## config.mk

```make
export PLATFORM = sky130hd
export DESIGN_NAME = kfli_blend
export DESIGN_NICKNAME = d
export VERILOG_FILES = /design/src/hdl/kfli_blend.sv
export SDC_FILE = /design/constraint.sdc
export NUM_CORES = 2
export LEC_CHECK = 0
export BUFFER_PORTS_ARGS = -buffer_cell sky130_fd_sc_hd__buf_2
export CAP_MARGIN = 20
export CORE_ASPECT_RATIO = 1.75
export CORE_UTILIZATION = 50
export DETAILED_ROUTE_END_ITERATION = 12
export PLACE_DENSITY_LB_ADDON = 0.3
export SLEW_MARGIN = 20
export SYNTH_ARGS = -nofsm -noshare
export SYNTH_HDL_FRONTEND = slang
export SYNTH_SLANG_ARGS = --single-unit
```

## constraint.sdc

```tcl
create_clock -name clk_i -period 7.8 [get_ports clk_i]
set_clock_uncertainty 0.15 [all_clocks]
set_input_delay 0.39 -clock clk_i [delete_from_list [all_inputs] [get_ports clk_i]]
set_output_delay 0.39 -clock clk_i [all_outputs]
set_load 0.05 [all_outputs]
```

## src/hdl/kfli_blend.sv

```systemverilog
`timescale 1ns / 1ps
`default_nettype none
// ----------------------------------------------------------------------------
// kfli_blend
// Shared blend unit: (lo*w + hi*(1-w) + half) >> 16, written as
// hi + ((lo-hi)*w + half) >> 16. Two register stages.
// ----------------------------------------------------------------------------
module kfli_blend (
  input  wire logic               clk_i,
  input  wire logic signed [31:0] lo_i,
  input  wire logic signed [31:0] hi_i,
  input  wire logic [16:0]        w_i,
  output logic signed [31:0]      res_o
);

  logic signed [32:0] diff_q;
  logic signed [31:0] hi_q, hi2_q;
  logic [16:0]        w_q;
  logic signed [50:0] prod_q;
  logic signed [50:0] sum;

  always_ff @(posedge clk_i) begin
    diff_q <= 33'(lo_i) - 33'(hi_i);
    hi_q   <= hi_i;
    w_q    <= w_i;
    prod_q <= 51'(diff_q) * 51'($signed({1'b0, w_q}));
    hi2_q  <= hi_q;
  end

  always_comb begin
    sum   = (prod_q + 51'sd32768) >>> 16;
    res_o = 32'(sum) + hi2_q;
  end

endmodule
`default_nettype wire

```

* After elaboration in Yosys (flattened, before gate mapping) *
Index checks and enable logic that the tools add are counted.

storage, ports and cells
  flip-flop bits (word level) = 162
  latch bits = 0
  memory bits (writable) = 0
  memory bits (read-only) = 0
  bits of input ports = 82
  output and inout bits = 32
  word-level logic and storage cells = 9
  memories = 0

cells by class
  add/subtract/negate cells = 3
  multiply operators = 1
  div/mod/pow operators = 0
  $lt $le $gt $ge = 0
  equal/unequal tests = 0
  shift operators = 0
  multiplexer cells = 0
  bitwise operators = 0
  reductions and logical operators = 0

operator list
  kind                                                               count
  48-bit by 17-bit adder with 48-bit output (second input constant)  1
  33-bit by 18-bit multiplier with 48-bit output                     1
  32-bit by 32-bit subtractor with 33-bit output                     1
  32-bit adder                                                       1

* Depth between registers and ports, before layout *
  word-level depth = 2
  mapped depth = 22
  mapped depth without buffers = 21

* Worst setup path before layout *
Ideal clock, no wire load.

  path type = flip-flop to flip-flop
  from = reg diff_q[20]
  to = reg prod_q[37]
  library setup time = 0.119 ns
  arrival = 5.703 ns
  data required time = 7.531 ns
  setup slack = 1.829 ns
  cell stages (with the launch flop) = 21
  buffers on the path = 1
  period minus slack after synthesis = 5.971 ns
  cell sequence = dfxtp_1 clkbuf_1 nand2_1 fa_1 fa_1 inv_1 fa_1 fa_1 fa_1 inv_1 fa_1 inv_1 ha_1 and4_1 nand2_1 or3_1 a211oi_1 o31ai_2 o21bai_1 a21oi_1 xnor2_1

between the ends
  longest elaborated chain between the ends = 1

ends and longest elaborated chain
  item                                            line  RTL
  from (decl)                                     16    logic signed [32:0] diff_q;
  from (signal assigned)                          23    diff_q <= 33'(lo_i) - 33'(hi_i);
  33-bit by 18-bit multiplier with 48-bit output  26    prod_q <= 51'(diff_q) * 51'($signed({1'b0, w_q}));
  to (signal assigned)                            26
  to (decl)                                       19    logic signed [50:0] prod_q;

No other way between the ends.

* Worst setup path after layout *
  from = reg w_q[9]
  to = reg prod_q[37]

between the ends
  longest elaborated chain between the ends = 1

ends and longest elaborated chain
  item                                            line  RTL
  from (decl)                                     18    logic [16:0] w_q;
  from (signal assigned)                          25    w_q <= w_i;
  33-bit by 18-bit multiplier with 48-bit output  26

No other way between the ends.

==> results.cfg <==
[logic_synthesis]
synth_nets = 3521
ys_top_cells_by_count = inv_1 (636), fa_1 (516), and2_1 (312), nand2_1 (311), ha_1 (174)
synth_enable_flop_cells = 0
syn_area_mm2 = 0.0252
synthMostInstantiatedCell = inv_1
synth_top_area_share_pct = 41.1
yosys_warnings = 0
ys_seq_area_share_pct = 11.7
netlist_top_cells_area = fa_1 (41%), dfxtp_1 (12%), inv_1 (9.5%), ha_1 (8.7%), and2_1 (7.8%)
ys.flop_type = dfxtp_1
yosysTopAreaCell = fa_1
synthCells = 2749
ys_types = 69
avgSynthCellArea_um2 = 9.15
async_flop_share_pct = 0
ys_seq_elements = 147

[route]
wire_per_inst_um = 19.5
vias_per_cell = 5.39
drc = 0
final_antenna_net_count = 0
vias = 19103
drt-initial-drc-count = 782
wl_mm = 69.1
first_pass_iters = 5

[clock_tree]
postCtsSetupBuffers = 0
cts.clk_slew.worst_paths_ns = 0.08
cts.htree.levels = 4
cts_tree = done
clock_sinks = 147
numCtsBuffers = 17
cts.path.max_buffers = 2
cts_root_buffer = clkbuf_16
worstSkewPairLatency_ns = 0.48

[cells_and_area]
drive_gt1_share_pct = 6.97
syn_to_final_growth_pct = 9.49
finish.net_count = 3643
final_area_mm2 = 0.0276
antenna_cells = 0

[sta]
finalCriticalPeriod_ns = 7.21
tns_ns = 0
finalCritPeriodShare_pct = 92.5
maxSlewViolCount = 0
worstMarginPinSlew_ns = 1.15
setup_viol = 0
max_clock_freq_ghz = 0.139
slew_headroom_pct = 23.0
rsz0062_at_grt = false
hold_viol = 0

[setup_path]
cpPeakStageDelay_ns = 0.97
cp_data_required_time_ns = 8.01
worstSetupStartpoint = w_q[9]
reg2reg_from = w_q[9]
cp-end-kind = register
reg2reg_depth = 19
r2r-end = prod_q[37]
worstSetupStartpointType = register
cp_common_cell = fa_1
slowest_stage = dfxtp_1
path_max_fanout = 17
crit_arrival_ns = 7.42
critPathKind = register to register
reg2reg_slack_ns = 0.59
crit_path_cell_trace = nand2_1 -> fa_1 -> inv_1 -> fa_1 -> fa_1 -> fa_1 -> fa_1 -> inv_1 -> fa_1 -> inv_1 -> ha_1 -> and4_1 -> nand2_1 -> or3_1 -> a211oi_1 -> o31ai_2 -> o21bai_1 -> a21oi_1 -> xnor2_1

[hold_path]
hold_class = input port to register
min_to = diff_q[0]
hold-path-cell-count = 4
hold_start = lo_i[0]

[status]
status = complete, no violations

[floorplan]
core_region_area_mm2 = 0.0496
rows = 108
num_io_pins = 114
die_x_um = 172
die-area_mm2 = 0.0513
start_util_pct = 50.7
die_height_um = 299

[placed_design]
dp_hpwl_mm = 56.3
place_congestion = 0.929
placed_cell_area_mm2 = 0.0265
port_buffers = 113

[global_route]
antenna_found_initial = 1
grt_pass1_vias = 22005
grt_use_total_pct = 29.2
grt_max_degree = 34
grt_overflow_total = 0
grt_pass1_wl_mm = 112

[run]
maxCapViolations = 0
## metrics by stage
| stage | hold slack (ns) | util, % | std cells | setup slack, ns |
|---|---|---|---|---|
| 2_1_floorplan | 0.160 | - | 2749 | 1.83 |
| 5_1_grt | 0.118 | 55.6 | 3544 | 0.287 |
| 6_report | 0.112 | 55.6 | 3544 | 0.589 |
| 4_1_cts | 0.0947 | 55.6 | 3544 | 0.637 |
| 3_5_place_dp | 0.162 | 53.4 | 3463 | 0.717 |
| 3_3_place_gp | 0.161 | 53.4 | 3463 | 0.883 |
## timing repair
action                    4_1_cts  5_1_grt
hold buffers                   49        0
resized for setup               0        0
hold endpoints to repair       49        0
## cell families after synthesis
group	count (synthesis)	synth area share, %
AO/OA/AOI/OAI	246	7.02
XOR/XNOR	127	4.42
adder cells (fa/ha/maj)	690	49.7
buffers and inverters	730	10.9
flip-flops	147	11.7
multiplexers	1	0.0398
AND/OR/NAND/NOR	808	16.2
## registers in the layout, summed over array words and instances (netlist names)
name    count
diff_q     33
hi2_q      32
hi_q       32
prod_q     33
w_q        17
## worst max path at each step
| stage | slack [ns] | to | cells past startpoint |
|---|---|---|---|
| final | 0.59 | prod_q[37] | 19 |
| after global routing | 0.29 | prod_q[37] | 19 |
| after CTS | 0.64 | prod_q[37] | 19 |
| after detailed placement | 0.72 | prod_q[37] | 19 |
| after global placement | 0.88 | prod_q[37] | 19 |
| after floorplan | 1.83 | prod_q[37] | 20 |
## cell usage in the layout (no fill, tap or decap), types with 43 or more instances in the layout
cell,netlist,routed
dfxtp_1,147,145
ha_1,174,174
dlygate4sd3_1,0,49
a21oi_1,63,63
nor2_1,60,60
nand2_1,311,311
xnor2_1,91,91
and2_1,312,312
inv_1,636,636
fa_1,516,516
buf_2,0,113
a21o_1,43,43
## final cells by class
class	instances	area, um2
fill	4450	22000
multi-input combinational	1872	19500
sequential	147	2950
inverter	636	2390
timing repair buffer	197	1320
tap	660	826
clock buffer	17	425
clock inverter	15	168
## worst max-delay path: cells and delay by family (launching register included)
| kind | cells | cell delay (ns) |
|---|---|---|
| adders and majority gates | 7 | 3.64 |
| AOI/OAI and AO/OA | 4 | 1.16 |
| DFF | 1 | 0.97 |
| xor gates and xnor gates | 1 | 0.12 |
| buffers and inverters | 3 | 0.16 |
| and+or+nand+nor | 4 | 0.87 |
## metal layers
| layer | wire [um] | GRT usage (%) |
|---|---|---|
| met1 | 21000 | 26.2 |
| met2 | 36900 | 52.8 |
| met3 | 3020 | 4.71 |
| met4 | 8220 | 30.0 |
| met5 | 9 | 0 |
Power is left out: the tool's default activity adds up to more than one toggle a clock period on the data nets, which glitch-free logic cannot reach.
