===== src/hdl/kfli_pkg.sv =====
`timescale 1ns / 1ps
`default_nettype none
// ----------------------------------------------------------------------------
// kfli_pkg
// Types and constants shared by the keyframe interpolator modules.
// ----------------------------------------------------------------------------
package kfli_pkg;

  localparam int unsigned MaxFrames = 16;
  localparam int unsigned IdxW      = 4;
  localparam int unsigned ValW      = 32;
  localparam int unsigned NumComp   = 7;
  localparam int unsigned PoseW     = NumComp * ValW;

  localparam logic [1:0] CMD_LOAD   = 2'd0;
  localparam logic [1:0] CMD_EVAL   = 2'd1;
  localparam logic [1:0] CMD_REACT  = 2'd2;
  localparam logic [1:0] CMD_UNUSED = 2'd3;

  localparam logic [16:0] WeightOne = 17'd65536;

  typedef struct packed {
    logic [1:0]         command;
    logic [IdxW-1:0]    frame_index;
    logic signed [31:0] frame_key;
    logic signed [31:0] query_value;
    logic signed [31:0] load_offset_x;
    logic signed [31:0] load_offset_y;
    logic signed [31:0] load_align_x;
    logic signed [31:0] load_align_y;
    logic signed [31:0] load_size_x;
    logic signed [31:0] load_size_y;
    logic signed [31:0] load_angle;
  } in_word_t;

  typedef struct packed {
    logic signed [31:0] offset_x;
    logic signed [31:0] offset_y;
    logic signed [31:0] align_x;
    logic signed [31:0] align_y;
    logic signed [31:0] size_x;
    logic signed [31:0] size_y;
    logic signed [31:0] angle;
    logic [16:0]        low_weight;
  } out_word_t;

  // divider control
  typedef struct packed {
    logic        start;
    logic [32:0] numer;
    logic [32:0] span;
  } div_req_t;

  typedef struct packed {
    logic        done;
    logic [16:0] quo;
  } div_rsp_t;

endpackage
`default_nettype wire


===== src/hdl/kfli_div.sv =====
`timescale 1ns / 1ps
`default_nettype none
// ----------------------------------------------------------------------------
// kfli_div
// Restoring divider: floor(numer * 65536 / span), one quotient bit per cycle,
// valid for numer < 2*span, with no clamp to 65536. Operands positive.
// ----------------------------------------------------------------------------
module kfli_div (
  input  wire logic              clk_i,
  input  wire logic              rst_ni,
  input  wire kfli_pkg::div_req_t req_i,
  output kfli_pkg::div_rsp_t     rsp_o
);

  logic [33:0] rem_q, rem_d;
  logic [32:0] span_q, span_d;
  logic [16:0] quo_q, quo_d;
  logic [4:0]  cnt_q, cnt_d;
  logic        busy_q, busy_d;
  logic        done_q, done_d;
  logic [33:0] trial;
  logic [33:0] shifted;

  always_comb begin
    shifted = {rem_q[32:0], 1'b0};
    trial   = shifted - {1'b0, span_q};
    rem_d   = rem_q;
    span_d  = span_q;
    quo_d   = quo_q;
    cnt_d   = cnt_q;
    busy_d  = busy_q;
    done_d  = 1'b0;
    if (req_i.start) begin
      // first step: integer part of numer/span by one compare, so at most 1
      busy_d = 1'b1;
      span_d = req_i.span;
      cnt_d  = 5'd16;
      if ({1'b0, req_i.numer} >= {1'b0, req_i.span}) begin
        rem_d = {1'b0, req_i.numer} - {1'b0, req_i.span};
        quo_d = 17'd1;
      end else begin
        rem_d = {1'b0, req_i.numer};
        quo_d = 17'd0;
      end
    end else if (busy_q) begin
      if (!trial[33]) begin
        rem_d = trial;
        quo_d = {quo_q[15:0], 1'b1};
      end else begin
        rem_d = shifted;
        quo_d = {quo_q[15:0], 1'b0};
      end
      // saturation test on bit 16; the integer bit never reaches it here
      if (quo_q[16]) quo_d = kfli_pkg::WeightOne;
      cnt_d = cnt_q - 5'd1;
      if (cnt_q == 5'd1) begin
        busy_d = 1'b0;
        done_d = 1'b1;
      end
    end
  end

  always_ff @(posedge clk_i or negedge rst_ni) begin
    if (!rst_ni) begin
      busy_q <= 1'b0;
      done_q <= 1'b0;
      cnt_q  <= '0;
    end else begin
      busy_q <= busy_d;
      done_q <= done_d;
      cnt_q  <= cnt_d;
    end
  end

  always_ff @(posedge clk_i) begin
    rem_q  <= rem_d;
    span_q <= span_d;
    quo_q  <= quo_d;
  end

  assign rsp_o.done = done_q;
  assign rsp_o.quo  = quo_q;

endmodule
`default_nettype wire


===== config.mk =====
export PLATFORM = sky130hd
export DESIGN_NAME = kfli_div
export DESIGN_NICKNAME = d
export VERILOG_FILES = /design/src/hdl/kfli_pkg.sv /design/src/hdl/kfli_div.sv
export SDC_FILE = /design/constraint.sdc
export NUM_CORES = 1
export LEC_CHECK = 0
export ABC_AREA = 0
export ABC_CLOCK_PERIOD_IN_PS = 7610
export BUFFER_PORTS_ARGS = -buffer_cell sky130_fd_sc_hd__buf_2
export CORE_MARGIN = 1.5
export CORE_UTILIZATION = 58
export DETAILED_ROUTE_END_ITERATION = 8
export GPL_TIMING_DRIVEN = 0
export PLACE_DENSITY = 0.79
export SLEW_MARGIN = 20
export SYNTH_ARGS = -nofsm -noshare
export SYNTH_HDL_FRONTEND = slang
export SYNTH_SLANG_ARGS = --single-unit

===== constraint.sdc =====
create_clock -name clk_i -period 7.61 [get_ports clk_i]
set_clock_uncertainty 0.15 [all_clocks]
set_input_delay 0 -clock clk_i [delete_from_list [all_inputs] [get_ports clk_i]]
set_output_delay 0 -clock clk_i [all_outputs]
set_load 0.02 [all_outputs]

==> Yosys cells after proc, flatten, opt, wreduce, memory -nomap -nowiden <==
Index checks and enable logic that the tools add are counted.
Widths: inputs -> output; s select.
{ "totals": {"ff_bits": 90, "output_inout_bits": 18, "word_cells": 29} }
{ "classes": {"add_sub_neg": 3, "magnitude_cmp": 1, "eq_ne": 1, "mux": 17, "reduce_logical": 1} }
{ "op_table": {"columns": ["op", "count"], "rows": [
  ["$mux 33", 4],
  ["$mux 17", 3],
  ["$sub 34x33->34", 1],
  ["$ge 33x33->1", 1],
  ["$sub 33x33->33", 1],
  ["$mux 5", 2],
  ["$mux 1", 8],
  ["$eq 5x1->1 const B", 1],
  ["$sub 5x1->5 const B", 1],
  ["$reduce_bool 2->1", 1]
]} }

==> Logic depth before layout (Yosys ltp) <==
{ "depth": {"depth_word": 5, "mapped_depth": 14} }

==> Worst setup path before layout <==
OpenSTA, ideal clock, no wires.
{ "synth_timing": {"path_type": "reg-to-reg", "from": "register rem_q[0]", "to": "register rem_q[20], data pin", "arrival_ns": 2.759, "required_ns": 7.180, "path_slack_ns": 4.420, "path_stages_with_launch": 13, "path_buffers": 2, "synth_period_minus_slack_ns": 3.190, "cell_sequence": "edfxtp_1 -> ha_1 -> nor2b_1 -> o2111ai_1 -> a2111oi_4 -> a211oi_2 -> a2111oi_4 -> o21ai_2 -> o21a_1 -> buf_6 -> buf_6 -> o211ai_2 -> o221ai_1"} }
{ "synth_via": {"elab_chain_len": 4} }
{ "synth_rtl": {"columns": ["item", "line_no", "text"], "rows": [
  ["start, declared", "kfli_div.sv:15", "logic [33:0] rem_q, rem_d;"],
  ["start signal, assigned", "kfli_div.sv:76", "rem_q <= rem_d;"],
  ["$sub 34x33->34", "kfli_div.sv:26", "trial = shifted - {1'b0, span_q};"],
  ["$mux 33", "kfli_div.sv:46", "if (!trial[33]) begin"],
  ["$mux 33", "kfli_div.sv:45", "end else if (busy_q) begin"],
  ["$mux 33", "kfli_div.sv:33", "if (req_i.start) begin"],
  ["via rem_d[20]", "kfli_div.sv:15", null]
]} }
The timed path passes the listed nets, and every way through them passes these cells. The select of a mux whose other input is x is not followed.
A chain may end at the register's enable or synchronous reset.

==> Worst setup path in the final report <==
{ "layout_timing": {"from": "register rem_q[0]", "to": "register rem_q[13], data pin"} }
The elaborated chain is that of the path after synthesis.

==> flow_metrics.py <==
metrics = {
    "outcome": {
        "status": "completed",
    },
    "logic_synthesis": {
        "synth_area_leaders": "edfxtp_1 30%, ha_1 10%, a21oi_1 4.1%",
        "avgSynthCellArea_um2": 9.03,
        "syn-cell-area_um2": 8180,
        "synth_top_flop_cell": "edfxtp_1",
        "synth-edff-count": 83,
        "synth_nets": 1044,
        "async_flop_share_pct": 7.78,
        "ys_seq_area_share_pct": 32.6,
        "yosysUniqueCellTypes": 75,
        "syn_inst": 906,
        "yosysTopAreaCell": "edfxtp_1",
        "synth_seq_cells": 90,
        "yosys_warnings": 0,
        "synth_top_area_share_pct": 30.5,
    },
    "placed_design": {
        "dp.cells": 1172,
        "placed_cell_area_um2": 8840,
        "gp_congestion": 0.961,
        "hpwl_mm": 18.3,
        "io_buffers": 86,
    },
    "critical_path": {
        "rr_startpoint": "rem_q[0]$_DFFE_PP_",
        "crit_family": "compound AO/OA/AOI/OAI gates",
        "critPathLaunchType": "register",
        "required_ns": 7.53,
        "critical_path_class": "reg -> reg",
        "slowest_stage": "a2111oi_4",
        "critPathMaxStageDelay_ns": 0.42,
        "startpoint": "rem_q[0]$_DFFE_PP_",
        "crit_fanout": 10,
        "path_buf_inv": 1,
        "cp_cell_sequence": "ha_1, nor2b_1, o2111ai_1, a2111oi_4, a211oi_2, a2111oi_4, o21ai_2, o21ba_2, nand2_2, buf_2, o221ai_1",
        "end_kind": "register",
        "worst_path_most_repeated_cell": "a2111oi_4",
        "critPathArrivalTime_ns": 3.70,
    },
    "final_layout": {
        "n_fill_cell": 1075,
        "fin_util_pct": 69.4,
        "final_design_area_no_fill_um2": 9600,
        "stdcell_count": 1234,
        "syn_to_final_growth_pct": 17.3,
        "drive_above_1_share_pct": 14.8,
        "n_antenna_cell": 0,
        "nets": 1187,
    },
    "flow_run": {
        "maxCapViolCount": 0,
    },
    "worst_hold_path": {
        "holdCritPathClass": "in -> reg",
        "hold_path_startpoint": "req_i[53]",
    },
    "floorplan": {
        "fp.dieH_um": 122,
        "fp-row-count": 43,
        "ios": 87,
        "die_x_um": 122,
        "start_util_pct": 59.2,
        "design.core.area_um2": 13800,
        "die_area_um2": 14800,
    },
    "grt": {
        "antenna_found_initial": 0,
        "grt_usage_pct": 34.1,
        "grt_pass1_vias": 7293,
        "grt_max_degree": 51,
        "grt_overflow": 0,
        "grt_pass1_wl_mm": 38.6,
    },
    "timing": {
        "tightest_slew_ns": 0.939,
        "setup_violations": 0,
        "max-slew-margin-rel_pct": 37.4,
        "final_hold_viol_count": 0,
        "fmax_ghz": 0.264,
        "rsz0062_at_grt": "false",
        "tns_ns": 0,
        "post-route-min-period_ns": 3.79,
        "slew_violations": 0,
        "final.period_utilization_pct": 49.8,
    },
    "cts": {
        "numCtsBuffers": 9,
        "htreeDepth": 3,
        "cts_root_buf": "clkbuf_16",
        "cts.sinks": 90,
        "clkTransAtPathRegs_ns": 0.07,
        "cts_tree": "built",
        "clock_latency_ns": 0.35,
        "cts.path.max_buffers": 2,
    },
    "routing": {
        "num_vias": 7931,
        "drt_iter0_markers": 881,
        "drtPass1Iterations": 6,
        "wl_per_cell_um": 20.1,
        "wirelength_mm": 24.8,
        "antenna_left": 0,
        "drc_errors": 0,
        "vias_per_cell": 6.43,
    },
    "power_and_ir_drop": {
        "vdd_drop_max_v": 0.000163,
        "p_leak_uw": 0.00430,
        "powerDensity_nw_per_um2": 327,
    },
}
[repair_timing]
item / in CTS / in global routing
buffers inserted: 0 / 0
hold buffers: 46 / 0
hold endpoints to repair: 51 / 0
gates resized for setup: 0 / 0
[power breakdown]
part           internal [uW]  total [uW]  leakage [uW]  switching (uW)
combinational            714        1880       0.00319            1160
sequential               721         809      0.000961            88.5
clock                    256         453      0.000147             197
[tightest hold or removal path, cell delays in order]
cell      delay, ns
buf_2          0.11
mux2i_1        0.10
o221ai_1       0.19
[state kept, by name (all words and copies together), names as in the netlist]
register	count
busy_q	1
cnt_q	5
done_q	1
quo_q	17
rem_q	33
span_q	33
[through the flow]
stage	power [uW]	hold WS, ns	setup slack, ns
after global placement	2560	-0.311	3.90
after detailed placement	2580	-0.310	3.89
final	3140	0.0173	3.82
after floorplan	2140	-0.446	4.42
after CTS	3070	0.00435	3.87
after global routing	3330	0.0497	3.67
[final cells by class]
cell class              instances  area, um^2  share of cell area [%]
plain buffers                  41         220                    2.29
clock buffers                  10         229                    2.39
clock inverters                 6        66.3                   0.691
inverters                      86         323                    3.36
multi-input cells             689        4970                    51.8
flip-flops and latches         90        2670                    27.8
well taps                     180         225                    2.35
repair buffers                132         891                    9.28
[synthesized netlist by cell type, types with 7 or more instances]
master,n
inv_1,85
edfxtp_1,83
a21oi_1,67
ha_1,67
nand2_1,65
nor2_1,48
o21ai_0,35
xnor2_1,32
a21o_1,26
nor3_1,25
a211oi_1,22
clkbuf_1,22
nand3_1,22
xor2_1,22
mux2i_1,20
and2_1,19
and3_1,16
o211ai_1,16
nor4_1,14
a31oi_1,12
o21a_1,11
o21bai_1,10
nand4_1,9
nor2b_1,9
o211ai_2,9
o221ai_1,9
a221oi_1,8
nand2b_1,8
o211a_1,8
or3_1,8
a221o_1,7
buf_2,7
dfrtp_1,7
[per-layer routing]
| metal | routed length, um | part of all wire (%) | GRT usage, % | vias to the layer above |
|---|---|---|---|---|
| met5 | 0 | 0 | 0 | - |
| met4 | 1030 | 4.2 | 14.7 | 0 |
| met3 | 2660 | 11 | 5.85 | 86 |
| met2 | 10900 | 44 | 52.6 | 546 |
| met1 | 10200 | 41 | 47.2 | 3624 |
| li1 | - | - | - | 3675 |
[final timing paths]
| kind | to | slack, ns | cells past startpoint |
|---|---|---|---|
| min reg2reg | cnt_q[4]$_DFFE_PN0P_ | 0.38 | 2 |
| max reg2reg | rem_q[13]$_DFFE_PP_ | 3.82 | 11 |
| min | rem_q[20]$_DFFE_PP_ | 0.02 | 3 |
| max | rem_q[13]$_DFFE_PP_ | 3.82 | 11 |
| min in group asynchronous | done_q$_DFF_PN0_ | 0.44 | 3 |
| max in group asynchronous | cnt_q[0]$_DFFE_PN0P_ | 6.64 | 3 |
[cells in the final DEF, fill, tap and decap left out, drive strengths merged, types with 3 or more instances in the layout]
cell type	n
a2111oi	4
a211o	4
a211oi	23
a21boi	4
a21o	26
a21oi	69
a221o	7
a221oi	10
a311oi	4
a31oi	12
and2	19
and3	16
buf	104
clkbuf	33
clkinv	4
dfrtp	7
dlygate4sd3	46
edfxtp	83
ha	67
inv	87
mux2i	20
nand2	66
nand2b	8
nand3	22
nand4	9
nor2	48
nor2b	9
nor3	25
nor4	15
o2111ai	3
o211a	8
o211ai	25
o21a	11
o21ai	40
o21bai	10
o221ai	9
or2	4
or3	8
xnor2	32
xor2	22
[kinds of logic after synthesis]
logic type      synth area share (%)
compound gates                  25.6
xor+xnor                        5.78
fa+ha+maj                       10.7
buf+inv                         6.64
flops                           32.6
mux                             2.72
simple gates                    15.9
Power figures use the tool's default switching activity.
